===== src/pdfc_sqrt.sv =====
// Serial integer square root: two radicand bits per cycle, one root bit out.
`timescale 1ns / 1ps
module pdfc_sqrt (
  input  logic        clk_i,
  input  logic        rst_ni,
  input  logic        start_i,
  input  logic [63:0] rad_i,
  output logic        busy_o,
  output logic [31:0] root_o
);
  logic [63:0] rad_q, rad_d;
  logic [33:0] rem_q, rem_d;
  logic [31:0] root_q, root_d;
  logic [5:0]  cnt_q, cnt_d;
  logic [33:0] cur;
  logic [33:0] trial;

  always_comb begin
    rad_d  = rad_q;
    rem_d  = rem_q;
    root_d = root_q;
    cnt_d  = cnt_q;
    cur    = {rem_q[31:0], rad_q[63:62]};
    trial  = cur - {root_q, 2'b01};
    if (start_i) begin
      rad_d  = rad_i;
      rem_d  = '0;
      root_d = '0;
      cnt_d  = 6'd32;
    end else if (cnt_q != '0) begin
      rad_d = {rad_q[61:0], 2'b00};
      if (!trial[33]) begin
        rem_d  = trial;
        root_d = {root_q[30:0], 1'b1};
      end else begin
        rem_d  = cur;
        root_d = {root_q[30:0], 1'b0};
      end
      cnt_d = cnt_q - 1'b1;
    end
  end

  always_ff @(posedge clk_i or negedge rst_ni) begin
    if (!rst_ni) begin
      cnt_q <= '0;
    end else begin
      cnt_q <= cnt_d;
    end
  end

  always_ff @(posedge clk_i) begin
    rad_q  <= rad_d;
    rem_q  <= rem_d;
    root_q <= root_d;
  end

  assign busy_o = (cnt_q != '0);
  assign root_o = root_q;
endmodule


===== config.mk =====
export PLATFORM = sky130hd
export DESIGN_NAME = pdfc_sqrt
export DESIGN_NICKNAME = d
export VERILOG_FILES = /design/src/pdfc_sqrt.sv
export SDC_FILE = /design/constraint.sdc
export NUM_CORES = 1
export LEC_CHECK = 0
export BUFFER_PORTS_ARGS = -buffer_cell sky130_fd_sc_hd__buf_2
export CORE_UTILIZATION = 49
export DETAILED_ROUTE_END_ITERATION = 8
export GPL_ROUTABILITY_DRIVEN = 0
export PLACE_DENSITY = 0.69
export SETUP_SLACK_MARGIN = 0.1
export SYNTH_ARGS = -nofsm -noshare
export SYNTH_HDL_FRONTEND = slang
export SYNTH_SLANG_ARGS = --single-unit

===== constraint.sdc =====
create_clock -name clk_i -period 5.8 [get_ports clk_i]
set_input_delay 0.58 -clock clk_i [delete_from_list [all_inputs] [get_ports clk_i]]
set_output_delay 0.58 -clock clk_i [all_outputs]
set_load 0.03 [all_outputs]

==> reports/metrics.yaml, run 1 <==
critical_path:
  startpoint_type: "flip-flop"
  slowest_stage: "o41ai_1"
  crit_path_max_fanout: 21
  crit_type: "reg2reg"
  slowest_delay_ps: 810
  cpMostUsedCell: "nand3_1"
  cp_num_buf_inv: 2
  cp_top_family: "compound AO/OA/AOI/OAI gates"
  cp-end-kind: "flip-flop"
  crit_chain: "inv_1, ha_1, o21ai_1, a21oi_1, o41ai_1, inv_2, a31o_4, nand3_1, nand3_1, a311oi_2"
  arrival_ps: 3910
  required_ps: 6140
timing:
  slew_headroom_pct: 31.09
  whs_ps: 436.8
  rsz0062_at_grt: "false"
  max_freq_mhz: 280.5
  finalClockSkew_ps: 9.367
  tns_ps: 0
  fin_ws_ps: 2235
  hold_violations: 0
  setup_viol: 0
  maxSlewViolCount: 0
  min_period_ps: 3565
  fin_crit_sh_pct: 61.47
  tightestPinTransition_ps: 1031
routing:
  routed_wl_um: 18630
  drtAntennaViolNets: 0
  drtIter0Drc: 486
  vias_per_cell: 5.726
  wl_per_cell_um: 16.43
  drcViolationCount: 0
  via_count: 6493
  firstDrtPassIters: 7
placed_design:
  placement.io_buffers: 99
  place_ws_ps: 2324
  postPlaceCellArea_sq_um: 8476
  dpl.cell_count: 1101
  dpl.hpwl_um: 12250
synth:
  synth_top_cell_by_area: "edfxtp_1"
  syn_area_per_cell_sq_um: 9.407
  syn_inst: 837
  synthDistinctLibCells: 73
  yosysTopAreaCellShare_pct: 24.41
  synth_edf_count: 64
  synth_top_flop_cell: "edfxtp_1"
  netlist_top_cells_area: "edfxtp_1 (24%), dfxtp_1 (16%), mux2_2 (9.0%)"
  synth_seq_cells: 134
  synth_area_sq_um: 7874
  synth_async_sr_flop_share_pct: 4.478
  yosysWarnings: 0
  syn_nets: 937
  yosysSeqAreaShare_pct: 42.59
layout:
  final_cell_mix: "buf_2 (98), nand2_1 (87), edfxtp_1 (64), dfxtp_1 (64), mux2_2 (63)"
  drive_above_1_share_pct: 23.73
  final_common_cell: "buf_2"
  stdcell_count: 1134
  syn2layout_area_growth_pct: 15.38
  final_nets: 1010
  antennaDiodeCount: 0
  fin_area_sq_um: 9085
floorplanning:
  dieWidth_um: 128.8
  dieArea_sq_um: 16580
  core_area_sq_um: 15430
  io_pins: 100
  fp.dieH_um: 128.8
  rows: 45
  initial_core_util_pct: 51.04
worst_hold_path:
  hold_path_class: "in2reg"
clock_network:
  cts_tree: "yes"
  clkLatencyLatePin_ps: 430
  clock-sinks: 134
  clkTransAtPathRegs_ps: 60
  cts_root_buf: "clkbuf_16"
  clockBufferDepth: 2
  cts_htree_levels: 4
  cts_inserted_buffers: 17
  cts_resized: 0
grt:
  grt_pass1_wl_um: 29940
  grt_pass1_vias: 6082
  gr-total-overflow: 0
  grtUsageTotal_pct: 23.06
  grt_antenna_before_repair: 0
  grt_start_max_net_pins: 82
power:
  peakVddDrop_uv: 277.8
  cellLeakagePower_nw: 3.653
  powerDensity_nw_per_um2: 552.7
job:
  drv_cap: 0
run_status:
  status: "completed"
[synth_stat cells, types with 18 or more instances]
master     n
nand2_1   87
dfxtp_1   64
edfxtp_1  64
mux2_2    63
a21oi_1   61
nor2_1    56
inv_1     52
o21ai_0   41
clkbuf_1  39
ha_1      33
nand3_1   30
a311oi_1  18
[sequential cells by signal, summed over array words and instances (netlist names)]
register / count
root_o: 32
rem_q: 32
cnt_q: 6
rad_q: 64
[worst reg2reg max path, cell delays in order (launching register included)]
cell      delay, ps
dfxtp_1         370
inv_1            70
ha_1            380
o21ai_1         110
a21oi_1          80
o41ai_1         810
inv_2            90
a31o_4          290
nand3_1         770
nand3_1         200
a311oi_2        300
[metal layers]
metal	track usage, %	routed length [um]	vias up
met2	37.07	8719	157
met4	8.720	326	0
met3	5.364	899	32
met5	0	0	-
li1	-	-	3227
met1	30.20	8683	3077
[power breakdown]
group	internal [mW]	total, mW	switching, mW
Combinational	1.04	2.56	1.52
Sequential	1.23	1.36	0.125
Clock	0.619	1.11	0.492
Total	2.89	5.02	2.13
[through the flow]
stage / power (mW) / util (%)
finish: 5.021 / 58.89
global route: 5.362 / 58.89
CTS: 4.999 / 58.89
detailed placement: 3.870 / 54.94
global placement: 3.848 / 54.94
floorplan: 3.351 / -
[what timing repair did]
item | in CTS | in global routing
hold buffers | 1 | 0
buffers inserted | 0 | 0
endpoints found under the hold margin | 6 | 0
[cells by family after synthesis]
group,Yosys count,share of synthesized area [%]
buf+inv,104,5.149
compound gates,231,20.23
simple gates,246,14.81
mux,68,9.646
fa+ha+maj,33,5.244
flops,134,42.59
xor+xnor,21,2.336
[area by class of cell]
cell class                 instances  area [sq um]
fill                            1435          6342
multi-input combinational        599          4124
sequential                       134          3353
timing repair buffer             105         545.5
clock buffer                      17         425.4
tap                              211         264.0
inverter                          53         198.9
clock inverter                    15         173.9
[final timing paths]
check                           startpoint        end  slack (ps)  depth (start not counted)
worst max-delay path            root_o[10]  rem_q[27]        2240                         10
worst min-delay path              rad_i[1]   rad_q[1]         440                          2
worst max register to register  root_o[10]  rem_q[27]        2240                         10
worst min register to register   root_o[2]  root_o[2]         480                          2
max in group asynchronous           rst_ni   cnt_q[5]        5150                          2
min in group asynchronous           rst_ni   cnt_q[1]         510                          2
Power figures use the tool's default switching activity.
==> inputs of run 2 (changes only) <==
- PLACE_DENSITY: 0.69 -> 0.72
- clock period: 5.8 -> 2.9 ns (I/O delays scaled with it)
==> reports/metrics.yaml, run 2 (same netlist as run 1, synthesis figures left out) <==
run_status:
  status: "completed"
worst_hold_path:
  hold_path_class: "in2reg"
floorplanning:
  rows: 45
  fp.dieH_um: 128.8
  dieArea_sq_um: 16580
  dieWidth_um: 128.8
  initial_core_util_pct: 51.04
  io_pins: 100
  core_area_sq_um: 15430
clock_network:
  clockBufferDepth: 2
  clock-sinks: 134
  clkTransAtPathRegs_ps: 70
  cts_htree_levels: 4
  cts_root_buf: "clkbuf_16"
  clkLatencyLatePin_ps: 440
  cts_tree: "yes"
  cts_inserted_buffers: 17
placed_design:
  postPlaceCellArea_sq_um: 8996
  place_ws_ps: -21.17
  placement.io_buffers: 99
  dpl.hpwl_um: 13860
layout:
  final_cell_mix: "buf_2 (99), nand2_1 (87), edfxtp_1 (64)"
  largest_reg_flops: 64
  final_common_cell: "buf_2"
  drive_above_1_share_pct: 35.47
  antennaDiodeCount: 0
  regMostFlops: "rad_q"
  syn2layout_area_growth_pct: 26.93
  fin_area_sq_um: 9995
  final_nets: 1068
power:
  power.total_mw: 11.71
  cellLeakagePower_nw: 4.010
  peakVddDrop_uv: 675.2
  powerDensity_nw_per_um2: 1172
timing:
  tightestPinTransition_ps: 698.8
  setup_viol: 0
  finalClockSkew_ps: 7.385
  slew_headroom_pct: 53.42
  max_freq_mhz: 358.1
  whs_ps: 138.5
  maxSlewViolCount: 0
  fin_crit_sh_pct: 96.31
  fin_ws_ps: 107.1
  rsz0062_at_grt: "true"
  min_period_ps: 2793
  hold_violations: 0
routing:
  firstDrtPassIters: 5
  drtAntennaViolNets: 0
  wl_per_cell_um: 17.48
  drcViolationCount: 0
  routed_wl_um: 20830
  vias_per_cell: 5.847
  via_count: 6970
  drtIter0Drc: 563
grt:
  gr-total-overflow: 0
  grtUsageTotal_pct: 25.31
  grt_start_max_net_pins: 64
  grt_pass1_wl_um: 32620
  grt_antenna_before_repair: 0
  grt_pass1_vias: 6612
critical_path:
  crit_type: "reg2reg"
  arrival_ps: 3140
  required_ps: 3250
  cp-end-kind: "flip-flop"
  crit_path_max_fanout: 7
  startpoint_type: "flip-flop"
job:
  drv_cap: 0
==> run 2: changes by cell type in the layout (fill, tap and decap cells not counted), moves of 4 or more <==
cell     before  now
buf_4         6   52
dfxtp_1      64   42
dfxtp_2       0   16
ha_1         33   18
ha_4          0    8
o21ai_0      41   33
ha_2          0    7
a21oi_1      61   55
buf_12        0    6
dfxtp_4       0    6
o21ai_2       0    4
==> run 2: per-stage QoR <==
step,cells,setup TNS [ps],util (%)
2_1_floorplan,837,0,-
3_3_place_gp,1146,0,58.31
3_5_place_dp,1146,-21.17,58.31
4_1_cts,1180,0,62.65
5_1_grt,1192,0,64.79
6_report,1192,0,64.79
==> run 2: area by class of cell <==
cell class	instances	area, sq um
Fill cell	1277	5433
Clock inverter	15	153.9
Multi-Input combinational cell	602	4516
Timing Repair Buffer	160	1039
Clock buffer	17	425.4
Sequential cell	134	3396
Inverter	53	201.4
Tap cell	211	264.0
==> run 2: path summary, 6_finish.rpt <==
check                      startpoint        end  slack (ps)  cells after the start
setup reg to reg           root_o[13]  rem_q[27]         110                     10
setup / recovery           root_o[13]  rem_q[27]         110                     10
min in group asynchronous      rst_ni   cnt_q[1]         210                      2
hold / removal               rad_i[0]   rad_q[0]         140                      2
hold reg to reg             root_o[5]  root_o[5]         470                      2
max in group asynchronous      rst_ni   cnt_q[0]        2550                      2
==> run 2: timing repair <==
| action | 4_1_cts | 5_1_grt |
|---|---|---|
| setup buffers | 1 | 8 |
| cloned | 0 | 4 |
| endpoints found under the hold margin | 6 | 0 |
| gates resized for setup | 17 | 53 |
| hold buffers | 1 | 0 |
| pin swaps | 8 | 23 |
| endpoints found under the setup margin | 8 | 32 |
==> run 2: power by group <==
part           switching [mW]  internal (mW)  leakage [nW]
Clock                   0.971           1.15         0.281
Combinational            3.75           3.12          2.44
Sequential              0.260           2.46          1.29
==> run 2: per-layer routing <==
| layer | vias to the layer above | track usage, % | share of wire [%] |
|---|---|---|---|
| li1 | 3352 | - | - |
| met1 | 3358 | 32.66 | 44 |
| met2 | 220 | 41.27 | 48 |
| met3 | 40 | 5.156 | 5.4 |
| met4 | 0 | 10.80 | 2.4 |
| met5 | - | 0 | 0 |
==> run 2: critical path, stage by stage, from the launching register on <==
cell	delay, ps
dfxtp_4	370
inv_4	40
ha_4	260
a21oi_4	140
o21ai_2	90
a2111oi_4	350
a21bo_2	300
a31o_4	270
and3_4	180
or4b_4	480
a311oi_2	230
