$ cat config.mk
export PLATFORM = sky130hd
export DESIGN_NAME = pdfc_mul
export DESIGN_NICKNAME = d
export VERILOG_FILES = /design/src/pdfc_mul.sv
export SDC_FILE = /design/constraint.sdc
export NUM_CORES = 1
export LEC_CHECK = 0
export ABC_AREA = 1
export BUFFER_PORTS_ARGS = -buffer_cell sky130_fd_sc_hd__buf_2
export CAP_MARGIN = 20
export CORE_MARGIN = 2
export CORE_UTILIZATION = 56
export DETAILED_ROUTE_END_ITERATION = 7
export PLACE_DENSITY = 0.74
export SETUP_SLACK_MARGIN = 0.1
export SYNTH_ARGS = -nofsm -noshare
export SYNTH_HDL_FRONTEND = slang
export SYNTH_SLANG_ARGS = --single-unit
$ cat constraint.sdc
create_clock -name clk_i -period 7.96 [get_ports clk_i]
set_input_delay 0.796 -clock clk_i [delete_from_list [all_inputs] [get_ports clk_i]]
set_output_delay 0.796 -clock clk_i [all_outputs]
set_load 0.02 [all_outputs]
$ cat src/pdfc_mul.sv
// Shift-add multiplier: signed 48-bit multiplicand times unsigned 24-bit, one bit a cycle.
`timescale 1ns / 1ps
module pdfc_mul (
  input  logic               clk_i,
  input  logic               rst_ni,
  input  logic               start_i,
  input  logic signed [47:0] a_i,
  input  logic [23:0]        b_i,
  output logic               busy_o,
  output logic signed [71:0] prod_o
);
  logic signed [71:0] acc_q, acc_d;
  logic signed [71:0] a_q, a_d;
  logic [23:0]        b_q, b_d;
  logic [4:0]         cnt_q, cnt_d;

  always_comb begin
    acc_d = acc_q;
    a_d   = a_q;
    b_d   = b_q;
    cnt_d = cnt_q;
    if (start_i) begin
      acc_d = '0;
      a_d   = 72'(a_i);
      b_d   = b_i;
      cnt_d = 5'd24;
    end else if (cnt_q != '0) begin
      // add the shifted multiplicand where the multiplier bit is set
      if (b_q[0]) acc_d = acc_q + a_q;
      a_d   = a_q <<< 1;
      b_d   = b_q >> 1;
      cnt_d = cnt_q - 1'b1;
    end
  end

  always_ff @(posedge clk_i or negedge rst_ni) begin
    if (!rst_ni) begin
      cnt_q <= '0;
    end else begin
      cnt_q <= cnt_d;
    end
  end

  always_ff @(posedge clk_i) begin
    acc_q <= acc_d;
    a_q   <= a_d;
    b_q   <= b_d;
  end

  assign busy_o = (cnt_q != '0);
  assign prod_o = acc_q;
endmodule

==> summary.md, run 1 <==
| Metric | Value |
|---|---|
| CP max stage delay | 0.71 ns |
| Synth Cell Area | 13000 um^2 |
| Clock Pin Slew Worst Setup and Hold Paths | 0.07 ns |
| Post-CTS setup buffer count | 0 |
| Final hold vios | 0 |
| Worst hold path class | primary input to async pin |
| Pin count of the biggest net entering global routing | 68 |
| WL/cell | 15.7 um |
| Commonest non-fill, non-tap cell in the layout | nand2_1 |
| Setup TNS after final layout | 0 ns |
| Initial DRC Count | 1265 |
| RD Place Congestion | 1.01 |
| Detailed Route WL | 39.0 mm |
| Crit path max-delay family | buffers and inverters |
| Full die area | 24500 um^2 |
| Util after Layout | 0.642 |
| Post-layout min period | 3.09 ns |
| Post-synth net total | 2198 |
| H-tree levels | 4 |
| IO Count | 148 |
| Total track usage | 0.323 |
| Placed wire-length estimate | 30.4 mm |
| Lkg Pwr | 8.10 nW |
| Slowest cell on the critical path | inv_2 |
| Startpoint Class | register |
| Met3 Usage GRT | 0.0629 |
| Clock Skews | 0.0168 ns |
| Cts hold-fix bufs | 0 |
| Xor and xnor area share after synthesis | 0.0269 |
| CTS tree | yes |
| Power Dens Cells | 212 nW/um^2 |
| CP Cell Sequence | inv_1, ha_1, nand3_2, nand2_1, buf_4, inv_2, buf_4, nand3_1, nand2_1, inv_1 |
| Max-cap viol count | 0 |
| Via/cell ratio | 5.25 |
| IO Port Bufs | 147 |
| Residual DRC | 0 |
| GR peak layer | met2 |
| Root Driver | clkbuf_16 |
| Slew HR | 0.386 |
| Initial Utilization | 0.574 |
| Worst endpoint required time | 8.30 ns |
| Syn Area/Cell | 6.36 um^2 |
| Initial antenna violation count | 0 |
| Rows | 55 |
| Compound-Gate Fraction of Synth Area | 0.0771 |
| Clk buf depth | 2 |
| Met1 usage | 0.480 |
| CP Buf/Inv Count | 5 |
| Largest family of logic cells by synthesized area | simple AND/OR/NAND/NOR gates |
| Status | completed |
| Simple-gate share of the synthesized area | 0.370 |
| Die W | 157 um |
| Number of diodes | 0 |
| First-pass GRT wire length | 61.7 mm |
| Multiplexer area fraction after synthesis | 0 |
| Critical path type | register to register |
| Register area share after synthesis | 0.342 |
| Worst-path fanout max | 57 |
| Post-Synth Adder-Cell Area | 0.0716 |
| Clk Latency, worst-skew pair | 0.44 ns |
| Crit path arrival time | 3.43 ns |
| Setup violators final | 0 |
| Layout cells sized above 1 | 0.121 |
| PostCTS Resize Cnt | 0 |
| Vias in the first global route | 12100 |
| Clk sinks | 173 |
| Routed Antenna Nets | 0 |
| Commonest non-fill, non-tap cells in the layout | 752 x nand2_1, 310 x inv_1, 258 x nor2_1 |
| Maximum clock frequency | 0.324 GHz |
| Tcrit/Tclk final | 0.388 |
| Crit. End Element | register |
| Peak supply drop | 0.178 mV |
| Drt first pass iters | 6 |
| Max-slew violation count | 0 |
| Die H | 157 um |
| Via count | 13000 |
| Post-synth cell types | 39 |
| CTS buffer count | 17 |
| Slew @ Worst Pin | 0.922 ns |
| Core ar. | 22700 um^2 |
| Gr ovfl total | 0 |
| Synthesis-to-finish area growth | 11.9% |
| Synth Warn # | 0 |
| Post-Syn Instances | 2049 |
| GR Util met2 | 0.487 |
| Yosys reg bits | 173 |
| Layout Nets | 2326 |
| Unrepaired setup endpoints after global routing | no |
==> final timing paths <==
path	startpoint	end	slack (ns)	depth (start not counted)
max reg2reg	cnt_q[0]	prod_o[44]	4.87	10
min	rst_ni	cnt_q[0]	0.16	1
max in group asynchronous	rst_ni	cnt_q[4]	7.67	1
min in group clk_i	cnt_q[4]	cnt_q[4]	0.49	1
min reg2reg	cnt_q[4]	cnt_q[4]	0.49	1
max	cnt_q[0]	prod_o[44]	4.87	10
==> layer usage <==
layer / routed length [um] / share of wire / vias to the layer above
li1: - / - / 6566
met1: 18900 / 0.48 / 5931
met2: 16200 / 0.42 / 458
met3: 3260 / 0.084 / 39
met4: 630 / 0.016 / 0
met5: 0 / 0 / -
==> stage by stage <==
stage	power [mW]	cell area, um^2	hold WS [ns]	cells	worst slack [ns]
after detailed placement	2.21	14000	0.481	2443	4.85
after global routing	3.26	14600	0.155	2475	4.65
after floorplan	1.90	13000	0.452	2049	4.30
after CTS	3.08	14600	0.156	2475	4.90
after global placement	2.19	14000	0.466	2443	4.90
final	3.09	14600	0.158	2475	4.87
==> synth_stat cells, drive strengths merged <==
cell,instances,area share
ha,73,0.070
inv,338,0.097
buf,13,0.0053
edfxtp,96,0.22
nand3,96,0.039
clkbuf,31,0.0089
dfrtp,5,0.0096
nor2,281,0.088
fa,1,0.0015
o31ai,1,0.00058
nor4,7,0.0050
nand4,4,0.0019
and2,6,0.0029
o21a,1,0.00058
nand3b,1,0.00058
nand2,773,0.23
o21bai,6,0.0035
a21oi,96,0.037
a21o,1,0.00058
a211oi,1,0.00058
nor3,12,0.0046
xor2,38,0.026
o21ai,89,0.034
xnor2,2,0.0013
dfxtp,72,0.11
clkinv,5,0.0014
==> worst register-to-register path: cells and delay by family, from the launching register on <==
| family | cells | cell delay [ns] |
|---|---|---|
| buf+inv | 5 | 1.77 |
| flops | 1 | 0.33 |
| fa+ha+maj | 1 | 0.24 |
| simple gates | 4 | 0.67 |
==> cells by family after synthesis <==
kind of cell | count (synthesis)
and+or+nand+nor | 1180
adders and majority gates | 74
DFF | 173
AOI/OAI and AO/OA | 195
xor gates and xnor gates | 40
buffers and inverters | 387
==> registers in the layout (all words and copies together) (netlist names) <==
name    cells
b_q        24
cnt_q       5
a_q        72
prod_o     72
==> report_power, final <==
| group | leakage, nW | switching [mW] | internal (mW) |
|---|---|---|---|
| Combinational | 6.09 | 0.738 | 0.350 |
| Clock | 0.294 | 0.419 | 0.452 |
| Sequential | 1.71 | 0.0809 | 1.05 |
| Total | 8.10 | 1.24 | 1.85 |
==> final cells by class <==
type	instances	area (um^2)
Tap cell	285	357
Sequential cell	173	4450
Timing Repair Buffer	153	783
Multi-Input combinational cell	1489	7110
Clock inverter	14	169
Clock buffer	18	429
Inverter	343	1290
Fill cell	2168	8130
No activity file was read; power rests on OpenSTA's default activity.
==> run 2, diff against run 1 <==
==> constraint.sdc (replaced) <==
create_clock -name clk_i -period 3.2 [get_ports clk_i]
set_input_delay 0.32 -clock clk_i [delete_from_list [all_inputs] [get_ports clk_i]]
set_output_delay 0.32 -clock clk_i [all_outputs]
set_load 0.02 [all_outputs]
==> summary.md, run 2 (same netlist as run 1, synthesis figures left out) <==
| Metric | Value |
|---|---|
| Clk sinks | 173 (unchanged) |
| Rows | 55 (unchanged) |
| Max-cap viol count | 0 (unchanged) |
| Total track usage | 0.345 (+0.0220) |
| Drt first pass iters | 8 (+2) |
| Hold Path Sink | a_q[9] |
| Placed insts | 2452 (+0.37%) |
| Reported net switching power | 3.14 mW (+150%) |
| Power Total | 7.67 mW (+150%) |
| CTS tree | yes |
| Layout Nets | 2336 (+0.43%) |
| Residual DRC | 0 (unchanged) |
| Setup violators final | 0 (unchanged) |
| Slew HR | 0.328 (-0.0572) |
| Multi-input gate area | 7110 um^2 (unchanged) |
| R2R depth | 16 (+6) |
| Pin count of the biggest net entering global routing | 86 (+26%) |
| Initial Utilization | 0.574 (unchanged) |
| Vias in the first global route | 12100 (-0.17%) |
| Full die area | 24500 um^2 (unchanged) |
| H-tree levels | 4 (unchanged) |
| Peak supply drop | 0.356 mV (+100%) |
| Slew @ Worst Pin | 1.00 ns (+0.0834 ns) |
| Root Driver | clkbuf_16 |
| Area post-placement | 14100 um^2 (+0.59%) |
| Startpoint Class | register |
| Util after Layout | 0.644 (+0.00220) |
| Commonest non-fill, non-tap cells in the layout | 752 x nand2_1, 310 x inv_1, 258 x nor2_1 |
| Register share of total power | 0.368 (about the same) |
| Clk buf depth | 2 (unchanged) |
| Setup TNS after final layout | 0 ns (unchanged) |
| Worst hold path class | primary input to register |
| Worst-path fanout max | 4 (-93%) |
| Initial antenna violation count | 0 (unchanged) |
| Unrepaired setup endpoints after global routing | no |
| Status | completed |
| IO Port Bufs | 147 (unchanged) |
| Clock Pin Slew Worst Setup and Hold Paths | 0.08 ns (about the same) |
| Synthesis-to-finish area growth | 12.3% |
| Die W | 157 um (unchanged) |
| Clk Latency, worst-skew pair | 0.45 ns (about the same) |
| Routed Antenna Nets | 0 (unchanged) |
| IO Count | 148 (unchanged) |
| Gr ovfl total | 0 (unchanged) |
| R2r endpoint | prod_o[54] |
| Switching Fraction | 0.410 (+0.00929) |
| Flop-to-flop setup slack | 0.28 ns (-4.59 ns) |
| PostCTS Resize Cnt | 0 (unchanged) |
| Core ar. | 22700 um^2 (unchanged) |
| Crit. End Element | register |
| Sequential Area | 4450 um^2 (unchanged) |
| Number of diodes | 0 (unchanged) |
| Post-layout min period | 2.92 ns (-0.169 ns) |
| Tcrit/Tclk final | 0.912 (+0.524) |
| WL/cell | 16.7 um (+6.1%) |
| RD Place Congestion | 0.992 (-1.3%) |
| Clock share of power | 0.269 (-0.013) |
| Final hold vios | 0 (unchanged) |
| Via/cell ratio | 5.31 (+1.2%) |
| Filler cell count | 2088 (-3.7%) |
| Commonest non-fill, non-tap cell in the layout | nand2_1 |
| Internal | 4.53 mW (+140%) |
| Placed wire-length estimate | 32.3 mm (+6.1%) |
| Worst endpoint required time | 3.54 ns (-4.76 ns) |
| Power Dens Cells | 524 nW/um^2 (+150%) |
| Layout cells sized above 1 | 0.125 (+0.00354) |
| Die H | 157 um (unchanged) |
| Hold Worst Slack | 0.134 ns (-0.0235 ns) |
| Hold Path Depth | 3 |
| Maximum clock frequency | 0.343 GHz (+5.8%) |
| Setup WS pre-CTS | 0.370 ns (-4.48 ns) |
| Crit path arrival time | 3.26 ns (-0.17 ns) |
| Post-route cell area | 14600 um^2 (+0.34%) |
| Max-slew violation count | 0 (unchanged) |
| Final setup margin | 0.282 ns (-4.59 ns) |
| Final cell count without fillers | 2485 (+0.40%) |
| Detailed Route WL | 41.5 mm (+6.5%) |
| Clock Skews | 0.0197 ns (+0.00282 ns) |
| Hold path start | a_i[9] |
| Initial DRC Count | 1393 (+10%) |
| Lkg Pwr | 8.12 nW (+0.24%) |
| Critical path type | register to register |
| Via count | 13200 (+1.6%) |
| R2R Path Start | a_q[0] |
| Power share of the combinational group | 0.362 (+0.010) |
| First-pass GRT wire length | 64.7 mm (+4.8%) |
| CTS buffer count | 17 (unchanged) |
==> run 2: changes by cell type in the layout (fill, tap and decap cells not counted) <==
cell / delta
dlygate4sd3_1: +1
bufinv_16: -1
clkinvlp_4: +5
clkinv_8: -1
buf_12: +1
inv_8: -2
buf_4: +8
clkinv_4: -1
==> run 2: layout make-up <==
class,count,area share
inverters,343,0.0883
well taps,285,0.0244
flip-flops and latches,173,0.304
repair buffers,163,0.0597
clock buffers,18,0.0293
clock inverters,14,0.00864
multi-input cells,1489,0.486
==> run 2: what timing repair did <==
action,CTS,global route
hold buffers,1,0
endpoints found under the hold margin,5,0
setup buffers,0,0
==> run 2: metal layers <==
metal,wire (um),vias up,global-route usage
li1,-,6593,-
met1,19200,5933,0.512
met2,17100,613,0.506
met3,4230,58,0.0717
met4,1010,0,0.0987
met5,0,-,0
==> run 2: worst max-delay path by stage <==
stage                         from          to  slack (ns)  depth (start not counted)
after CTS                   a_q[0]  prod_o[54]        0.33                         16
after global placement      a_q[0]  prod_o[54]        0.41                         16
after detailed placement    a_q[0]  prod_o[54]        0.37                         16
final                       a_q[0]  prod_o[54]        0.28                         16
after global routing        a_q[0]  prod_o[54]        0.14                         16
after floorplan           cnt_q[0]      a_q[0]        0.27                          5
==> run 2: power by group through the flow <==
stage / clock, mW / sequential, mW / combinational, mW
finish: 2.07 / 2.83 / 2.78
global route: 2.15 / 2.85 / 3.09
CTS: 2.08 / 2.82 / 2.73
detailed placement: 0 / 2.86 / 2.71
global placement: 0 / 2.85 / 2.67
floorplan: 0 / 2.96 / 1.76
==> run 2: critical path: stages (launching register included) <==
cell and delay, ns:
edfxtp_1 0.40, ha_1 0.26, fa_1 0.46, nand3_1 0.10, nand3_1 0.17, nand2_1 0.11, nand2_1 0.12, nand2_1 0.09
nand3_1 0.25, nand2_1 0.16, nand2_2 0.16, nand2_1 0.21, nand2_1 0.09, nand2_1 0.07, nand3_1 0.06, nand2_1 0.08
inv_1 0.03
==> run 3, diff against run 2 <==
--- a/config.mk
+++ b/config.mk
@@ -5,13 +5,13 @@
 export SDC_FILE = /design/constraint.sdc
 export NUM_CORES = 1
 export LEC_CHECK = 0
-export ABC_AREA = 1
+export ABC_AREA = 0
 export BUFFER_PORTS_ARGS = -buffer_cell sky130_fd_sc_hd__buf_2
 export CAP_MARGIN = 20
 export CORE_MARGIN = 2
 export CORE_UTILIZATION = 56
 export DETAILED_ROUTE_END_ITERATION = 7
-export PLACE_DENSITY = 0.74
+export PLACE_DENSITY = 0.75
 export SETUP_SLACK_MARGIN = 0.1
 export SYNTH_ARGS = -nofsm -noshare
 export SYNTH_HDL_FRONTEND = slang
==> summary.md, run 3 <==
| Metric | Value |
|---|---|
| Synth Cell Area | 11000 um^2 (-15%) |
| Internal | 5.48 mW (+21%) |
| Peak supply drop | 0.346 mV (-2.9%) |
| Clock share of power | 0.234 (-0.035) |
| Post-Syn Instances | 1211 (-41%) |
| Power Dens Cells | 694 nW/um^2 (+32%) |
| IO Port Bufs | 147 (unchanged) |
| Initial DRC Count | 750 (-46%) |
| Max-cap viol count | 0 (unchanged) |
| Initial Utilization | 0.568 (-0.00523) |
| Register area share after synthesis | 0.403 (+0.0620) |
| Clk Latency, worst-skew pair | 0.44 ns (about the same) |
| Most frequent cell after synthesis | nand2_1 |
| CTS tree | yes |
| Initial antenna violation count | 0 (unchanged) |
| Die W | 144 um (-7.8%) |
| Met3 Usage GRT | 0.0543 (-0.0174) |
| Slew HR | 0.474 (+0.146) |
| GR peak layer | met2 |
| Hold Worst Slack | 0.170 ns (+0.0352 ns) |
| IO Count | 148 (unchanged) |
| GR Util met2 | 0.440 (-0.0658) |
| Area leader, netlist | edfxtp_1 |
| Util after Layout | 0.672 (+0.0275) |
| Clock Skews | 0.0129 ns (-0.00674 ns) |
| Total track usage | 0.273 (-0.0719) |
| Commonest non-fill, non-tap cell in the layout | nand2_1 |
| Via count | 9593 (-27%) |
| Post-synth net total | 1360 (-38%) |
| Syn Area/Cell | 9.11 um^2 (+43%) |
| Clk sinks | 173 (unchanged) |
| Clk buf depth | 2 (unchanged) |
| Post-synth cell types | 68 (+74%) |
| Critical path type | register to register |
| Lkg Pwr | 5.68 nW (-30%) |
| Worst-path fanout max | 3 (-1) |
| Die H | 144 um (-7.8%) |
| Final hold vios | 0 (unchanged) |
| Status | completed |
| Drt first pass iters | 5 (-3) |
| Yosys top cell area share | 0.261 (+0.0401) |
| Crit path arrival time | 3.39 ns (+0.13 ns) |
| Number of diodes | 0 (unchanged) |
| H-tree levels | 4 (unchanged) |
| Yosys reg bits | 173 (unchanged) |
| Final setup margin | 0.135 ns (-0.147 ns) |
| Largest cells by area after synthesis | edfxtp_1 26%, dfxtp_1 13%, ha_1 8.3% |
| Register share of total power | 0.334 (-0.034) |
| Vias in the first global route | 9058 (-25%) |
| Routed Antenna Nets | 0 (unchanged) |
| Gr ovfl total | 0 (unchanged) |
| Via/cell ratio | 5.90 (+11%) |
| Switching Fraction | 0.394 (-0.0159) |
| Unrepaired setup endpoints after global routing | yes |
| Slew @ Worst Pin | 0.787 ns (-0.218 ns) |
| Synth top cells by count | 156 x nand2_1, 138 x a21oi_1, 96 x edfxtp_1 |
| WL/cell | 17.6 um (+5.2%) |
| Setup WS pre-CTS | 0.00135 ns (-0.369 ns) |
| First-pass GRT wire length | 45.2 mm (-30%) |
| Root Driver | clkbuf_16 |
| Worst endpoint required time | 3.53 ns (about the same) |
| Post-synth EDFFs | 96 (unchanged) |
| Setup violators final | 0 (unchanged) |
| Power share of the combinational group | 0.431 (+0.069) |
| Synthesis-to-finish area growth | 18.2% |
| Placed wire-length estimate | 20.8 mm (-35%) |
| Layout cells sized above 1 | 0.253 (+0.129) |
| Clock Pin Slew Worst Setup and Hold Paths | 0.07 ns (about the same) |
| Met1 usage | 0.380 (-0.131) |
| Reported net switching power | 3.56 mW (+13%) |
| Max-slew violation count | 0 (unchanged) |
| Power Total | 9.04 mW (+18%) |
| Tcrit/Tclk final | 0.958 (+0.0458) |
| Full die area | 20800 um^2 (-15%) |
| Synth Warn # | 0 (unchanged) |
| Startpoint Class | register |
| Core ar. | 19400 um^2 (-15%) |
| Maximum clock frequency | 0.326 GHz (-4.8%) |
| Commonest non-fill, non-tap cells in the layout | 155 x nand2_1, 146 x buf_2, 129 x a21oi_1 |
| Pin count of the biggest net entering global routing | 73 (-15%) |
| Layout Nets | 1497 (-36%) |
| RD Place Congestion | 0.968 (-2.5%) |
| CTS buffer count | 17 (unchanged) |
| Top FF cell, synth | edfxtp_1 |
| Post-layout min period | 3.06 ns (+0.147 ns) |
| Residual DRC | 0 (unchanged) |
| Crit. End Element | register |
| Worst hold path class | primary input to register |
| Rows | 51 (-7.3%) |
| Synth async-reset ratio | 0.0289 (unchanged) |
| Detailed Route WL | 28.6 mm (-31%) |
run 3: cell types whose count changed in the layout (fill, tap and decap cells not counted), sizes merged, moves of 40 or more:
| cell | before | now |
|---|---|---|
| inv | 344 | 52 |
| a21o | 1 | 41 |
| nand3 | 96 | 30 |
| nand2 | 773 | 156 |
| a21oi | 96 | 139 |
| mux2 | 0 | 70 |
| nor2 | 281 | 72 |
run 3: cell type report:
class | count | area (um^2)
multi-input cells | 917 | 6380
repair buffers | 191 | 1100
clock inverters | 14 | 160
clock buffers | 18 | 429
fillers | 1605 | 6370
inverters | 48 | 180
flip-flops and latches | 173 | 4450
well taps | 265 | 332
run 3: kinds of logic (layout without fill, tap and decap cells):
group,count (synthesis),count (layout),synth area share
flops,173,173,0.403
mux,70,70,0.0715
xor+xnor,60,60,0.0477
fa+ha+maj,74,74,0.0846
buf+inv,121,271,0.0428
simple gates,341,341,0.141
compound gates,372,372,0.209
run 3: critical path, stage by stage (launching register included):
cell and delay (ns):
edfxtp_1 0.40, ha_4 0.17, fa_2 0.24, a21oi_4 0.08, nor2_4 0.12, o2111ai_2 0.14, a2111o_1 0.43, a2111oi_4 0.48
o21ai_2 0.13, a21oi_4 0.19, o2111ai_2 0.14, a21o_1 0.18, a32o_1 0.24
run 3: repair_timing:
item | CTS | global route
hold endpoints to repair | 5 | 0
endpoints found under the setup margin | 7 | 24
setup buffers | 1 | 3
pin swaps | 4 | 14
hold buffers | 1 | 0
resized for setup | 12 | 41
run 3: power groups by stage:
stage | clock network, mW | registers [mW] | logic (mW)
floorplan | 0 | 3.23 | 2.45
global placement | 0 | 3.04 | 3.64
detailed placement | 0 | 3.05 | 3.68
CTS | 2.14 | 3.01 | 3.74
global route | 2.23 | 3.06 | 4.29
finish | 2.12 | 3.02 | 3.90
run 3: path summary, 6_finish.rpt:
check	from	to	slack, ns	depth (start not counted)
worst max-delay path	a_q[0]	prod_o[70]	0.14	12
worst min-delay path	a_i[0]	a_q[0]	0.17	2
worst max register to register	a_q[0]	prod_o[70]	0.14	12
worst min register to register	prod_o[35]	prod_o[35]	0.47	2
max in group asynchronous	rst_ni	cnt_q[1]	2.83	2
min in group asynchronous	rst_ni	cnt_q[2]	0.23	2
run 3: stage by stage:
stage	area, um^2	TNS [ns]	std cells
2_1_floorplan	11000	0	1211
3_3_place_gp	12100	0	1589
3_5_place_dp	12100	0	1589
4_1_cts	12800	0	1623
5_1_grt	13000	-0.0142	1626
6_report	13000	0	1626
run 3: metal layers:
layer	wire length, um	share of wire
met3	1740	0.061
met4	444	0.016
met5	0	0
met2	13300	0.47
met1	13100	0.46
