$ cat config.mk
export PLATFORM = sky130hd
export DESIGN_NAME = pdfc_divu
export DESIGN_NICKNAME = d
export VERILOG_FILES = /design/src/pdfc_divu.sv
export SDC_FILE = /design/constraint.sdc
export NUM_CORES = 1
export LEC_CHECK = 0
export BUFFER_PORTS_ARGS = -buffer_cell sky130_fd_sc_hd__buf_2
export CAP_MARGIN = 30
export CORE_ASPECT_RATIO = 0.7
export CORE_MARGIN = 3
export CORE_UTILIZATION = 45
export DETAILED_ROUTE_END_ITERATION = 12
export GPL_TIMING_DRIVEN = 1
export PLACE_DENSITY_LB_ADDON = 0.3
export SLEW_MARGIN = 20
export SYNTH_ARGS = -nofsm -noshare
export SYNTH_HDL_FRONTEND = slang
export SYNTH_SLANG_ARGS = --single-unit
$ cat constraint.sdc
create_clock -name clk_i -period 3.55 [get_ports clk_i]
set_input_delay 0.355 -clock clk_i [delete_from_list [all_inputs] [get_ports clk_i]]
set_output_delay 0.355 -clock clk_i [all_outputs]
set_load 0.1 [all_outputs]
$ cat src/pdfc_divu.sv
// Bit-serial unsigned restoring divider: one quotient bit per cycle.
`timescale 1ns / 1ps
module pdfc_divu #(
  parameter int unsigned NumW = 48,
  parameter int unsigned DenW = 32
) (
  input  logic            clk_i,
  input  logic            rst_ni,
  input  logic            start_i,
  input  logic [NumW-1:0] num_i,
  input  logic [DenW-1:0] den_i,
  output logic            busy_o,
  output logic [NumW-1:0] quot_o
);
  localparam int unsigned CntW = $clog2(NumW + 1);

  logic [NumW-1:0] quot_q, quot_d;
  logic [DenW:0]   rem_q, rem_d;
  logic [DenW-1:0] den_q, den_d;
  logic [CntW-1:0] cnt_q, cnt_d;
  logic [DenW:0]   trial;
  logic [DenW:0]   shifted;

  always_comb begin
    quot_d  = quot_q;
    rem_d   = rem_q;
    den_d   = den_q;
    cnt_d   = cnt_q;
    shifted = {rem_q[DenW-1:0], quot_q[NumW-1]};
    trial   = shifted - {1'b0, den_q};
    if (start_i) begin
      quot_d = num_i;
      rem_d  = '0;
      den_d  = den_i;
      cnt_d  = CntW'(NumW);
    end else if (cnt_q != '0) begin
      // shift in one numerator bit, subtract when it fits
      if (!trial[DenW]) begin
        rem_d  = trial;
        quot_d = {quot_q[NumW-2:0], 1'b1};
      end else begin
        rem_d  = shifted;
        quot_d = {quot_q[NumW-2:0], 1'b0};
      end
      cnt_d = cnt_q - 1'b1;
    end
  end

  always_ff @(posedge clk_i or negedge rst_ni) begin
    if (!rst_ni) begin
      cnt_q <= '0;
    end else begin
      cnt_q <= cnt_d;
    end
  end

  always_ff @(posedge clk_i) begin
    quot_q <= quot_d;
    rem_q  <= rem_d;
    den_q  <= den_d;
  end

  assign busy_o = (cnt_q != '0);
  assign quot_o = quot_q;
endmodule

==> results of run 1 <==
flip-flops by register name (all words and copies together), names as in the netlist:
signal / count
cnt_q: 6
den_q: 32
quot_o: 48
rem_q: 32
Yosys cell counts, drive strengths merged (6+ instances only):
library cell  number
a211oi            23
a21o              10
a21oi             40
a311o              6
a31oi              7
and4               8
buf                6
clkbuf            29
dfrtp              6
dfxtp             32
edfxtp            80
ha                33
inv               46
mux2              47
mux2i             20
nand2             30
nand2b             9
nand3              8
nand4              7
nor2              48
nor3              13
o211ai             7
o21a               6
o21ai             18
o21bai            10
xnor2             20
xor2               8
worst paths after layout:
kind                                               to  slack [ps]  depth (start not counted)
worst max register to register  rem_q[6]$_SDFFE_PP0P_         270                         13
worst min register to register  rem_q[3]$_SDFFE_PP0P_         510                          2
worst max-delay path            rem_q[6]$_SDFFE_PP0P_         270                         13
worst min-delay path              den_q[20]$_DFFE_PP_         110                          1
max in group asynchronous        cnt_q[3]$_DFFE_PN0P_        3100                          2
min in group asynchronous        cnt_q[4]$_DFFE_PN0P_         310                          2
per-layer routing:
metal | vias to the layer above | GRT usage [%] | share of wire, %
li1 | 2595 | - | -
met1 | 2562 | 27.09 | 47
met2 | 182 | 28.74 | 45
met3 | 26 | 4.960 | 6.8
met4 | 0 | 7.312 | 1.9
met5 | - | 0 | 0
power by group through the flow:
stage	Combinational (mW)	Clock [mW]	Sequential (mW)
global placement	2.57	0	1.92
detailed placement	2.63	0	1.93
floorplan	1.67	0	2.36
global route	2.96	1.74	1.95
finish	2.75	1.64	1.91
CTS	2.66	1.68	1.91
through the flow:
step	hold WS (ps)	std cells	util (%)	cell area [sq um]	setup slack [ps]
6_report	110.5	962	57.56	8219	271.9
3_5_place_dp	189.8	925	53.16	7591	17.18
3_3_place_gp	183.1	925	53.16	7591	161.7
5_1_grt	90.77	962	57.56	8219	45.44
2_1_floorplan	59.41	625	-	6743	4.928
4_1_cts	89.58	958	57.19	8165	1.183
logic make-up after synthesis:
family / Yosys count
fa+ha+maj: 34
compound gates: 150
xor+xnor: 28
simple gates: 147
mux: 67
flops: 118
buf+inv: 81
cell type report:
cell class | count | share of cell area, %
multi-input combinational | 427 | 39.61
sequential | 118 | 38.85
timing repair buffer | 149 | 9.682
clock buffer | 18 | 5.222
tap | 190 | 2.892
inverter | 46 | 2.101
clock inverter | 14 | 1.644
timing repair:
item,CTS,global route
endpoints found under the setup margin,0,18
endpoints found under the hold margin,6,0
hold buffers,1,0
resized for setup,0,3
setup buffers,0,3
==> tab_implementation.tex, run 1 <==
\begin{tabular}{lr}
\hline
Metric & Value \\
\hline
\multicolumn{2}{l}{\textbf{Synth}} \\
XOR/XNOR Fraction of Synth Area & 3.917\% \\
Main combinational cell family by area after synthesis & compound AO/OA/AOI/OAI gates \\
YS warnings & 0 \\
Number of nets produced by synthesis & 742 \\
Fraction of post-synthesis cell area in the top cell type by area & 35.64\% \\
Synthesized-area fraction occupied by ao, oa, aoi and oai cells & 15.72\% \\
Post-synth EDFFs & 80 \\
Portion of netlist area occupied by mux cells & 10.82\% \\
Post-synthesis area per instance & 10.78 sq um \\
Seq cells post-synth & 118 \\
Number of distinct standard cells referenced by the synthesized netlist & 61 \\
Post-synth top area cell & edfxtp\_1 \\
Post-synth design cell area & 0.006740 sq mm \\
Primary FF master, synth & edfxtp\_1 \\
Largest cells by area after synthesis & edfxtp\_1 (36\%), dfxtp\_1 (9.5\%), mux2\_2 (7.9\%) \\
Seq/Total Area, Yosys & 47.37\% \\
Post-synthesis share of cell area spent on and, or, nand and nor gates & 10.92\% \\
Async S/R FF share, synth & 5.085\% \\
Gate count of the mapped netlist & 625 \\
Post-Synth Adder-Cell Area & 6.423\% \\
\multicolumn{2}{l}{\textbf{Clocking}} \\
Root cell of the clock tree & clkbuf\_16 \\
CTS buffer count & 17 \\
Maximum clock insertion buffer count & 2 \\
Number of clock sinks seen by CTS & 118 \\
Clock-pin slew on the worst setup and hold paths & 60 ps \\
CTS tree & yes \\
CTS H-tree depth & 4 \\
Worst skew pair latency & 420 ps \\
\multicolumn{2}{l}{\textbf{Setup path}} \\
Data required time of the critical path & 3800 ps \\
Critical path class & reg2reg \\
CP top delay family & compound AO/OA/AOI/OAI gates \\
Largest fanout on the critical path & 10 \\
Critical path endpoint category & flip-flop \\
Worst setup path startpoint & quot\_o[47]\$\_DFFE\_PP\_ \\
Worst Path Arrival & 3530 ps \\
Buffers plus inverters on the worst setup path & 2 \\
Reg2Reg Launch Point & quot\_o[47]\$\_DFFE\_PP\_ \\
Critical path cell sequence & inv\_1, ha\_1, fa\_1, nand2b\_1, a21oi\_2, o21a\_2, a31o\_4, a21oi\_4, o21ai\_4, xnor2\_4, buf\_4, mux2i\_1, a211oi\_1 \\
Critical Path Start Type & flip-flop \\
Delay of the slowest cell on the worst path & 410 ps \\
Cell type of the slowest stage on the worst timing path & fa\_1 \\
\multicolumn{2}{l}{\textbf{Die}} \\
Starting density of the core & 47.20\% \\
Top-level port count & 132 \\
Die height & 108.4 um \\
Chip width & 152.3 um \\
Floorplan Core Area & 0.01428 sq mm \\
Number of placement rows & 36 \\
Area of the die & 0.01651 sq mm \\
\multicolumn{2}{l}{\textbf{Power}} \\
Final total power & 6.306 mW \\
Switching Fraction & 39.97\% \\
Worst voltage drop across the vdd grid & 0.3335 mV \\
Reported leakage power & 3.684 nW \\
Internal power & 3.785 mW \\
Combinational power share & 43.6\% \\
Switching power & 2.520 mW \\
Clock group share of total power & 26.1\% \\
Power density over the cells & 767.2 mW/mm\^{}2 \\
Reg power frac & 30.3\% \\
\multicolumn{2}{l}{\textbf{Timing}} \\
Max Clock Freq & 0.3051 GHz \\
Worst-Margin Slew & 923.5 ps \\
Setup repair after global routing missed its margin & no \\
Final Max Tran Viols & 0 \\
Accumulated negative setup slack & 0 ps \\
Final min period & 3278 ps \\
Count of endpoints failing setup in the final report & 0 \\
Setup clock skew after layout & 10.05 ps \\
Count of final hold-check violations & 0 \\
Final Cycle Share & 92.34\% \\
Max-slew headroom & 38.44\% \\
\multicolumn{2}{l}{\textbf{Placement}} \\
Buffers added on ports & 131 \\
GPL Wtd Cong & 0.9197 \\
Post-DP HPWL & 11,630 um \\
\multicolumn{2}{l}{\textbf{Status}} \\
Result of the run & complete, no violations \\
\multicolumn{2}{l}{\textbf{Finish}} \\
Share of layout cells above drive strength 1 & 30.83\% \\
Final \#Nets & 876 \\
Combined area of the multi-input logic cells & 0.003256 sq mm \\
Number of fill cells in the layout & 1,202 \\
Number of antenna diodes & 0 \\
Commonest cells after routing, fill and taps aside & buf\_2 (130), edfxtp\_1 (80), nor2\_1 (48) \\
Register Area & 0.003193 sq mm \\
Area overhead of the layout relative to synthesis & 21.94\% \\
Leading cell type in the layout, fill and taps excluded & buf\_2 \\
\multicolumn{2}{l}{\textbf{GRT}} \\
Global router's overall resource usage & 19.26\% \\
First-pass GRT wire length & 25,470 um \\
Number of antenna violations at the first check in global routing & 0 \\
Pin count of the biggest net entering global routing & 78 \\
Total congestion overflow & 0 \\
Number of global-route vias before repair & 5,105 \\
\multicolumn{2}{l}{\textbf{Drt}} \\
Initial detailed-routing violation count & 455 \\
Total iterations of the first detailed-routing run & 5 \\
Remaining antenna violation count after routing & 0 \\
DR DRC count & 0 \\
Drt total wl & 16,330 um \\
Wirelength per Cell & 16.98 um \\
Via/cell ratio & 5.577 \\
Total via count in the routed design & 5,365 \\
\multicolumn{2}{l}{\textbf{Hold path}} \\
Worst hold-check path type & in2reg \\
Beginning of the worst hold path & den\_i[20] \\
\multicolumn{2}{l}{\textbf{Flow run}} \\
Number of max-cap violations & 0 \\
\hline
\end{tabular}
(Power assumes the default switching activity.)
==> inputs of run 2 (changes only) <==
--- a/config.mk
+++ b/config.mk
@@ -8,12 +8,11 @@
 export BUFFER_PORTS_ARGS = -buffer_cell sky130_fd_sc_hd__buf_2
 export CAP_MARGIN = 30
 export CORE_ASPECT_RATIO = 0.7
-export CORE_MARGIN = 3
 export CORE_UTILIZATION = 45
+export CTS_BUF_LIST = sky130_fd_sc_hd__clkbuf_8
 export DETAILED_ROUTE_END_ITERATION = 12
 export GPL_TIMING_DRIVEN = 1
 export PLACE_DENSITY_LB_ADDON = 0.3
-export SLEW_MARGIN = 20
 export SYNTH_ARGS = -nofsm -noshare
 export SYNTH_HDL_FRONTEND = slang
 export SYNTH_SLANG_ARGS = --single-unit
==> tab_implementation.tex, run 2 (same netlist as run 1, synthesis figures left out) <==
\begin{tabular}{lr}
\hline
Metric & Value \\
\hline
\multicolumn{2}{l}{\textbf{Die}} \\
Floorplan Core Area & 0.01468 sq mm (was 0.01428 sq mm) \\
Starting density of the core & 45.93\% (was 47.20\%) \\
Area of the die & 0.01548 sq mm (was 0.01651 sq mm) \\
Die height & 104.4 um (was 108.4 um) \\
Number of placement rows & 37 (was 36) \\
Chip width & 148.3 um (was 152.3 um) \\
Top-level port count & 132 (unchanged) \\
\multicolumn{2}{l}{\textbf{Timing}} \\
Final Max Tran Viols & 0 (unchanged) \\
Count of final hold-check violations & 0 (unchanged) \\
Max-slew headroom & 43.05\% (was 38.44\%) \\
Post-layout worst setup margin & 137.8 ps (was 271.9 ps) \\
Max Clock Freq & 0.2931 GHz (was 0.3051 GHz) \\
Final min period & 3412 ps (was 3278 ps) \\
Accumulated negative setup slack & 0 ps (unchanged) \\
Final Cycle Share & 96.12\% (was 92.34\%) \\
Setup repair after global routing missed its margin & no (unchanged) \\
Count of endpoints failing setup in the final report & 0 (unchanged) \\
Setup clock skew after layout & 14.34 ps (was 10.05 ps) \\
Worst-Margin Slew & 854.3 ps (was 923.5 ps) \\
\multicolumn{2}{l}{\textbf{Drt}} \\
Via/cell ratio & 5.579 (was 5.577) \\
Remaining antenna violation count after routing & 0 (unchanged) \\
Total iterations of the first detailed-routing run & 5 (unchanged) \\
Drt total wl & 16,270 um (was 16,330 um) \\
Total via count in the routed design & 5,389 (was 5,365) \\
Initial detailed-routing violation count & 516 (was 455) \\
Wirelength per Cell & 16.84 um (was 16.98 um) \\
DR DRC count & 0 (unchanged) \\
\multicolumn{2}{l}{\textbf{Finish}} \\
Area overhead of the layout relative to synthesis & 19.19\% (was 21.94\%) \\
Final \#Nets & 875 (was 876) \\
Final design utilization & 54.74\% (was 57.56\%) \\
Number of antenna diodes & 0 (unchanged) \\
Commonest cells after routing, fill and taps aside & buf\_2 (130), edfxtp\_1 (80), nor2\_1 (48) (unchanged) \\
Post-layout instance area & 0.008034 sq mm (was 0.008219 sq mm) \\
Flip-flop count of the largest register, all copies and words added & 48 (unchanged) \\
Leading cell type in the layout, fill and taps excluded & buf\_2 (unchanged) \\
Share of layout cells above drive strength 1 & 31.00\% (was 30.83\%) \\
\multicolumn{2}{l}{\textbf{Hold path}} \\
Beginning of the worst hold path & den\_i[11] (was den\_i[20]) \\
Worst hold-check path type & in2reg (unchanged) \\
\multicolumn{2}{l}{\textbf{Flow run}} \\
Number of max-cap violations & 0 (unchanged) \\
\multicolumn{2}{l}{\textbf{Power}} \\
Combinational power share & 46.7\% (was 43.6\%) \\
Switching Fraction & 43.33\% (was 39.97\%) \\
Switching power & 2.532 mW (was 2.520 mW) \\
Worst voltage drop across the vdd grid & 0.3359 mV (was 0.3335 mV) \\
Power density over the cells & 727.5 mW/mm\^{}2 (was 767.2 mW/mm\^{}2) \\
Internal power & 3.312 mW (was 3.785 mW) \\
Reported leakage power & 3.611 nW (was 3.684 nW) \\
Reg power frac & 32.7\% (was 30.3\%) \\
Clock group share of total power & 20.7\% (was 26.1\%) \\
\multicolumn{2}{l}{\textbf{Setup path}} \\
Critical path class & reg2reg (unchanged) \\
Critical path endpoint category & flip-flop (unchanged) \\
Worst Path Arrival & 3730 ps (was 3530 ps) \\
Delay of the slowest cell on the worst path & 610 ps (was 410 ps) \\
Critical path cell sequence & ha\_1, a21o\_1, or3\_1, o21a\_2, a31o\_4, a21oi\_4, o21ai\_4, buf\_4, xnor2\_2, nor3\_1, a311o\_1 (was inv\_1, ha\_1, fa\_1, nand2b\_1, a21oi\_2, o21a\_2, a31o\_4, a21oi\_4, o21ai\_4, xnor2\_4, buf\_4, mux2i\_1, a211oi\_1) \\
Buffers plus inverters on the worst setup path & 1 (was 2) \\
Reg2Reg Launch Point & rem\_q[4]\$\_SDFFE\_PP0P\_ (was quot\_o[47]\$\_DFFE\_PP\_) \\
CP top delay family & compound AO/OA/AOI/OAI gates (unchanged) \\
Cell type of the slowest stage on the worst timing path & xnor2\_2 (was fa\_1) \\
Data required time of the critical path & 3870 ps (was 3800 ps) \\
Worst setup path startpoint & rem\_q[4]\$\_SDFFE\_PP0P\_ (was quot\_o[47]\$\_DFFE\_PP\_) \\
Critical Path Start Type & flip-flop (unchanged) \\
Largest fanout on the critical path & 10 (unchanged) \\
\multicolumn{2}{l}{\textbf{Clocking}} \\
CTS buffer count & 17 (unchanged) \\
Worst skew pair latency & 440 ps (was 420 ps) \\
Clock-pin slew on the worst setup and hold paths & 90 ps (was 60 ps) \\
Number of clock sinks seen by CTS & 118 (unchanged) \\
Root cell of the clock tree & clkbuf\_8 (was clkbuf\_16) \\
CTS H-tree depth & 4 (unchanged) \\
Maximum clock insertion buffer count & 2 (unchanged) \\
CTS tree & yes (unchanged) \\
\multicolumn{2}{l}{\textbf{Placement}} \\
DP Worst Slack & 101.0 ps (was 17.18 ps) \\
Post-DP HPWL & 11,380 um (was 11,630 um) \\
Post-Place Cell Area & 0.007617 sq mm (was 0.007591 sq mm) \\
Buffers added on ports & 131 (unchanged) \\
GPL Wtd Cong & 0.8634 (was 0.9197) \\
\multicolumn{2}{l}{\textbf{GRT}} \\
Number of antenna violations at the first check in global routing & 0 (unchanged) \\
Total congestion overflow & 0 (unchanged) \\
Number of global-route vias before repair & 5,316 (was 5,105) \\
First-pass GRT wire length & 26,640 um (was 25,470 um) \\
Global router's overall resource usage & 21.75\% (was 19.26\%) \\
Pin count of the biggest net entering global routing & 70 (was 78) \\
\multicolumn{2}{l}{\textbf{Status}} \\
Result of the run & complete, no violations (unchanged) \\
\hline
\end{tabular}
## run 2: cell count changes in the layout (fill, tap and decap cells not counted), moves of 2 or more
cell and delta:
clkinv_2 -3, inv_6 +6, clkbuf_16 -17, buf_4 -2, clkinv_4 +2, clkinvlp_4 -3
clkbuf_8 +17
## run 2: power by group through the flow
stage / Sequential [mW] / Combinational (mW) / Clock (mW)
floorplan: 2.36 / 1.67 / 0
global placement: 1.91 / 2.57 / 0
detailed placement: 1.93 / 2.65 / 0
CTS: 1.90 / 2.66 / 1.25
global route: 1.95 / 2.94 / 1.29
finish: 1.91 / 2.73 / 1.21
## run 2: worst register-to-register path: cells and delay by family (launching register included)
family	cells	cell delay (ps)
flip-flops	1	340
adder cells (fa/ha/maj)	1	320
AO/OA/AOI/OAI	6	1360
AND/OR/NAND/NOR	2	470
buffers and inverters	1	180
XOR/XNOR	1	610
## run 2: final timing paths
path                       slack [ps]                      to  depth (start not counted)
max                               140  rem_q[22]$_SDFFE_PP0P_                         11
min                                80     den_q[11]$_DFFE_PP_                          1
max reg2reg                       140  rem_q[22]$_SDFFE_PP0P_                         11
min reg2reg                       510  rem_q[17]$_SDFFE_PP0P_                          2
max in group asynchronous        3110    cnt_q[4]$_DFFE_PN0P_                          2
min in group asynchronous         290    cnt_q[5]$_DFFE_PN0P_                          2
## run 2: per-stage QoR
stage	hold slack (ps)	instances	power [mW]
after detailed placement	190.3	931	4.576
after global routing	58.24	966	6.178
after floorplan	59.41	625	4.030
final	84.89	966	5.845
after CTS	63.59	964	5.813
after global placement	180.9	931	4.487
## run 2: area by class of cell
type                            count  area (sq um)
Clock inverter                     15         145.1
Sequential cell                   118          3193
Clock buffer                       17         234.0
Multi-Input combinational cell    427          3244
Timing Repair Buffer              148         800.8
Tap cell                          195         244.0
Fill cell                        1288          6641
Inverter                           46         172.7
## run 2: repair_timing
action | in CTS | in global routing
endpoints found under the setup margin | 0 | 25
hold buffers | 1 | 0
endpoints found under the hold margin | 6 | 0
setup buffers | 0 | 1
resized for setup | 0 | 2
## run 2: layer usage
| metal | track usage (%) | part of all wire, % |
|---|---|---|
| met1 | 31.04 | 48 |
| met2 | 33.00 | 45 |
| met3 | 4.386 | 4.9 |
| met4 | 6.701 | 1.6 |
| met5 | 0 | 0 |
==> inputs of run 3 (changes only) <==
--- a/config.mk
+++ b/config.mk
@@ -11,7 +11,7 @@
 export CORE_UTILIZATION = 45
 export CTS_BUF_LIST = sky130_fd_sc_hd__clkbuf_8
 export DETAILED_ROUTE_END_ITERATION = 12
-export GPL_TIMING_DRIVEN = 1
+export GPL_TIMING_DRIVEN = 0
 export PLACE_DENSITY_LB_ADDON = 0.3
 export SYNTH_ARGS = -nofsm -noshare
 export SYNTH_HDL_FRONTEND = slang
==> tab_implementation.tex, run 3 (same netlist as run 1, synthesis figures left out) <==
\begin{tabular}{lr}
\hline
Metric & Value \\
\hline
\multicolumn{2}{l}{\textbf{Status}} \\
Result of the run & complete, no violations (unchanged) \\
\multicolumn{2}{l}{\textbf{Setup path}} \\
Worst setup path startpoint & quot\_o[47]\$\_DFFE\_PP\_ (was rem\_q[4]\$\_SDFFE\_PP0P\_) \\
Cell depth of the worst flop-to-flop path & 13 (was 11) \\
Worst R2R End & rem\_q[13]\$\_SDFFE\_PP0P\_ (was rem\_q[22]\$\_SDFFE\_PP0P\_) \\
Critical Path Start Type & flip-flop (unchanged) \\
Largest fanout on the critical path & 10 (unchanged) \\
Data required time of the critical path & 3880 ps (was 3870 ps) \\
Critical path class & reg2reg (unchanged) \\
Worst-case register-to-register setup slack & 280 ps (was 140 ps) \\
Critical path endpoint category & flip-flop (unchanged) \\
Worst Path Arrival & 3600 ps (was 3730 ps) \\
Reg2Reg Launch Point & quot\_o[47]\$\_DFFE\_PP\_ (was rem\_q[4]\$\_SDFFE\_PP0P\_) \\
\multicolumn{2}{l}{\textbf{Flow run}} \\
Number of max-cap violations & 0 (unchanged) \\
\multicolumn{2}{l}{\textbf{Clocking}} \\
Root cell of the clock tree & clkbuf\_8 (unchanged) \\
CTS H-tree depth & 4 (unchanged) \\
CTS tree & yes (unchanged) \\
Number of clock sinks seen by CTS & 118 (unchanged) \\
CTS buffer count & 17 (unchanged) \\
Worst skew pair latency & 440 ps (about the same) \\
Maximum clock insertion buffer count & 2 (unchanged) \\
Clock-pin slew on the worst setup and hold paths & 80 ps (was 90 ps) \\
\multicolumn{2}{l}{\textbf{Timing}} \\
Post-layout worst setup margin & 278.8 ps (was 137.8 ps) \\
Final Max Tran Viols & 0 (unchanged) \\
Max-slew headroom & 46.83\% (was 43.05\%) \\
Final Cycle Share & 92.15\% (was 96.12\%) \\
Worst-Margin Slew & 797.5 ps (was 854.3 ps) \\
Setup clock skew after layout & 11.31 ps (was 14.34 ps) \\
Max Clock Freq & 0.3057 GHz (was 0.2931 GHz) \\
Count of endpoints failing setup in the final report & 0 (unchanged) \\
Count of final hold-check violations & 0 (unchanged) \\
Setup repair after global routing missed its margin & no (unchanged) \\
Final min period & 3271 ps (was 3412 ps) \\
\multicolumn{2}{l}{\textbf{GRT}} \\
Total congestion overflow & 0 (unchanged) \\
Number of antenna violations at the first check in global routing & 0 (unchanged) \\
Number of global-route vias before repair & 5,114 (was 5,316) \\
First-pass GRT wire length & 25,800 um (was 26,640 um) \\
Global router's overall resource usage & 21.49\% (was 21.75\%) \\
Pin count of the biggest net entering global routing & 39 (was 70) \\
\multicolumn{2}{l}{\textbf{Finish}} \\
Final \#Nets & 894 (was 875) \\
Share of layout cells above drive strength 1 & 28.61\% (was 31.00\%) \\
Post-layout instance area & 0.008039 sq mm (was 0.008034 sq mm) \\
Leading cell type in the layout, fill and taps excluded & buf\_2 (unchanged) \\
Flip-flop count of the largest register, all copies and words added & 48 (unchanged) \\
Commonest cells after routing, fill and taps aside & buf\_2 (132), edfxtp\_1 (80), nor2\_1 (48) (was buf\_2 (130), edfxtp\_1 (80), nor2\_1 (48)) \\
Final design utilization & 54.78\% (was 54.74\%) \\
Number of fill cells in the layout & 1,299 (was 1,288) \\
Number of antenna diodes & 0 (unchanged) \\
Area overhead of the layout relative to synthesis & 19.27\% (was 19.19\%) \\
\multicolumn{2}{l}{\textbf{Drt}} \\
Remaining antenna violation count after routing & 0 (unchanged) \\
Wirelength per Cell & 16.32 um (was 16.84 um) \\
Total iterations of the first detailed-routing run & 5 (unchanged) \\
Drt total wl & 16,080 um (was 16,270 um) \\
Initial detailed-routing violation count & 450 (was 516) \\
Total via count in the routed design & 5,336 (was 5,389) \\
DR DRC count & 0 (unchanged) \\
Via/cell ratio & 5.417 (was 5.579) \\
\multicolumn{2}{l}{\textbf{Placement}} \\
Post-DP HPWL & 12,070 um (was 11,380 um) \\
Buffers added on ports & 131 (unchanged) \\
Post-Place Cell Area & 0.007665 sq mm (was 0.007617 sq mm) \\
GPL Wtd Cong & 0.8767 (was 0.8634) \\
DP Worst Slack & 104.3 ps (was 101.0 ps) \\
\multicolumn{2}{l}{\textbf{Power}} \\
Internal power & 3.264 mW (was 3.312 mW) \\
Final total power & 5.728 mW (was 5.845 mW) \\
Switching Fraction & 43.01\% (was 43.33\%) \\
Clock group share of total power & 20.0\% (was 20.7\%) \\
Combinational power share & 46.5\% (was 46.7\%) \\
Reg power frac & 33.6\% (was 32.7\%) \\
Power density over the cells & 712.5 mW/mm\^{}2 (was 727.5 mW/mm\^{}2) \\
Switching power & 2.464 mW (was 2.532 mW) \\
Reported leakage power & 3.591 nW (was 3.611 nW) \\
Worst voltage drop across the vdd grid & 0.2731 mV (was 0.3359 mV) \\
\multicolumn{2}{l}{\textbf{Hold path}} \\
Endpoint of the worst hold path & den\_q[19]\$\_DFFE\_PP\_ (was den\_q[11]\$\_DFFE\_PP\_) \\
Beginning of the worst hold path & den\_i[19] (was den\_i[11]) \\
Worst hold-check path type & in2reg (unchanged) \\
Number of cells traversed by the worst hold path & 1 (unchanged) \\
\multicolumn{2}{l}{\textbf{Die}} \\
Die height & 104.4 um (unchanged) \\
Floorplan Core Area & 0.01468 sq mm (unchanged) \\
Chip width & 148.3 um (unchanged) \\
Starting density of the core & 45.93\% (unchanged) \\
Area of the die & 0.01548 sq mm (unchanged) \\
Number of placement rows & 37 (unchanged) \\
Top-level port count & 132 (unchanged) \\
\hline
\end{tabular}
run 3: cell types whose count changed in the layout (fill, tap and decap cells not counted):
cell | before | now
clkbuf_1 | 0 | 29
buf_4 | 16 | 2
inv_6 | 7 | 3
buf_2 | 130 | 132
buf_6 | 0 | 2
clkinv_2 | 2 | 4
clkinv_4 | 2 | 4
a21oi_1 | 38 | 39
a21oi_2 | 1 | 0
buf_1 | 0 | 1
clkinv_1 | 0 | 1
inv_8 | 1 | 0
xnor2_2 | 1 | 0
run 3: timing repair:
action / in CTS / in global routing
hold endpoints to repair: 6 / 0
setup buffers: 0 / 0
endpoints found under the setup margin: 0 / 5
resized for setup: 0 / 1
hold buffers: 1 / 0
run 3: stage by stage:
| step | std cells | hold WS [ps] | TNS [ps] |
|---|---|---|---|
| floorplan | 625 | 59.41 | 0 |
| global route | 985 | 42.11 | 0 |
| finish | 985 | 82.14 | 0 |
| CTS | 985 | 55.02 | 0 |
| global placement | 951 | 182.3 | -13320 |
| detailed placement | 952 | 196.2 | 0 |
run 3: final cells by class:
class                           instances  area, sq um  share of cell area (%)
Multi-Input combinational cell        426         3224                   40.11
Sequential cell                       118         3193                   39.72
Timing Repair Buffer                  133        685.7                   8.529
Tap cell                              195        244.0                   3.035
Clock buffer                           17        234.0                   2.911
Inverter                               46        172.7                   2.148
Buffer                                 35        155.1                   1.930
Clock inverter                         15        130.1                   1.619
run 3: per-layer routing:
layer | GRT usage, % | vias up | part of all wire (%)
met1 | 31.03 | 2537 | 50
met5 | 0 | - | 0
met3 | 5.439 | 19 | 5.4
met2 | 31.59 | 151 | 44
li1 | - | 2629 | -
met4 | 6.112 | 0 | 1.1
run 3: power groups by stage:
| stage | sequential, mW | clock (mW) | combinational, mW |
|---|---|---|---|
| after CTS | 1.92 | 1.17 | 2.64 |
| after global placement | 1.94 | 0 | 2.59 |
| after floorplan | 2.36 | 0 | 1.67 |
| after global routing | 1.95 | 1.23 | 2.89 |
| final | 1.92 | 1.14 | 2.66 |
| after detailed placement | 1.95 | 0 | 2.63 |
run 3: how the worst max path moves through the flow:
| stage | end | depth (start not counted) |
|---|---|---|
| final | rem_q[13]$_SDFFE_PP0P_ | 13 |
| after floorplan | rem_q[13]$_SDFFE_PP0P_ | 13 |
| after global routing | rem_q[31]$_SDFFE_PP0P_ | 11 |
| after global placement | quot_o[37]$_DFFE_PP_ | 5 |
| after CTS | rem_q[27]$_SDFFE_PP0P_ | 12 |
| after detailed placement | rem_q[25]$_SDFFE_PP0P_ | 11 |
run 3: worst max-delay path, cell delays in order (launching register included):
cell	delay, ps
edfxtp_1	370
inv_1	60
ha_1	230
fa_1	410
nand2b_1	180
a21oi_1	240
o21a_2	270
a31o_4	230
a21oi_4	80
o21ai_4	250
xnor2_4	200
buf_4	240
nor3_1	70
a311o_1	320
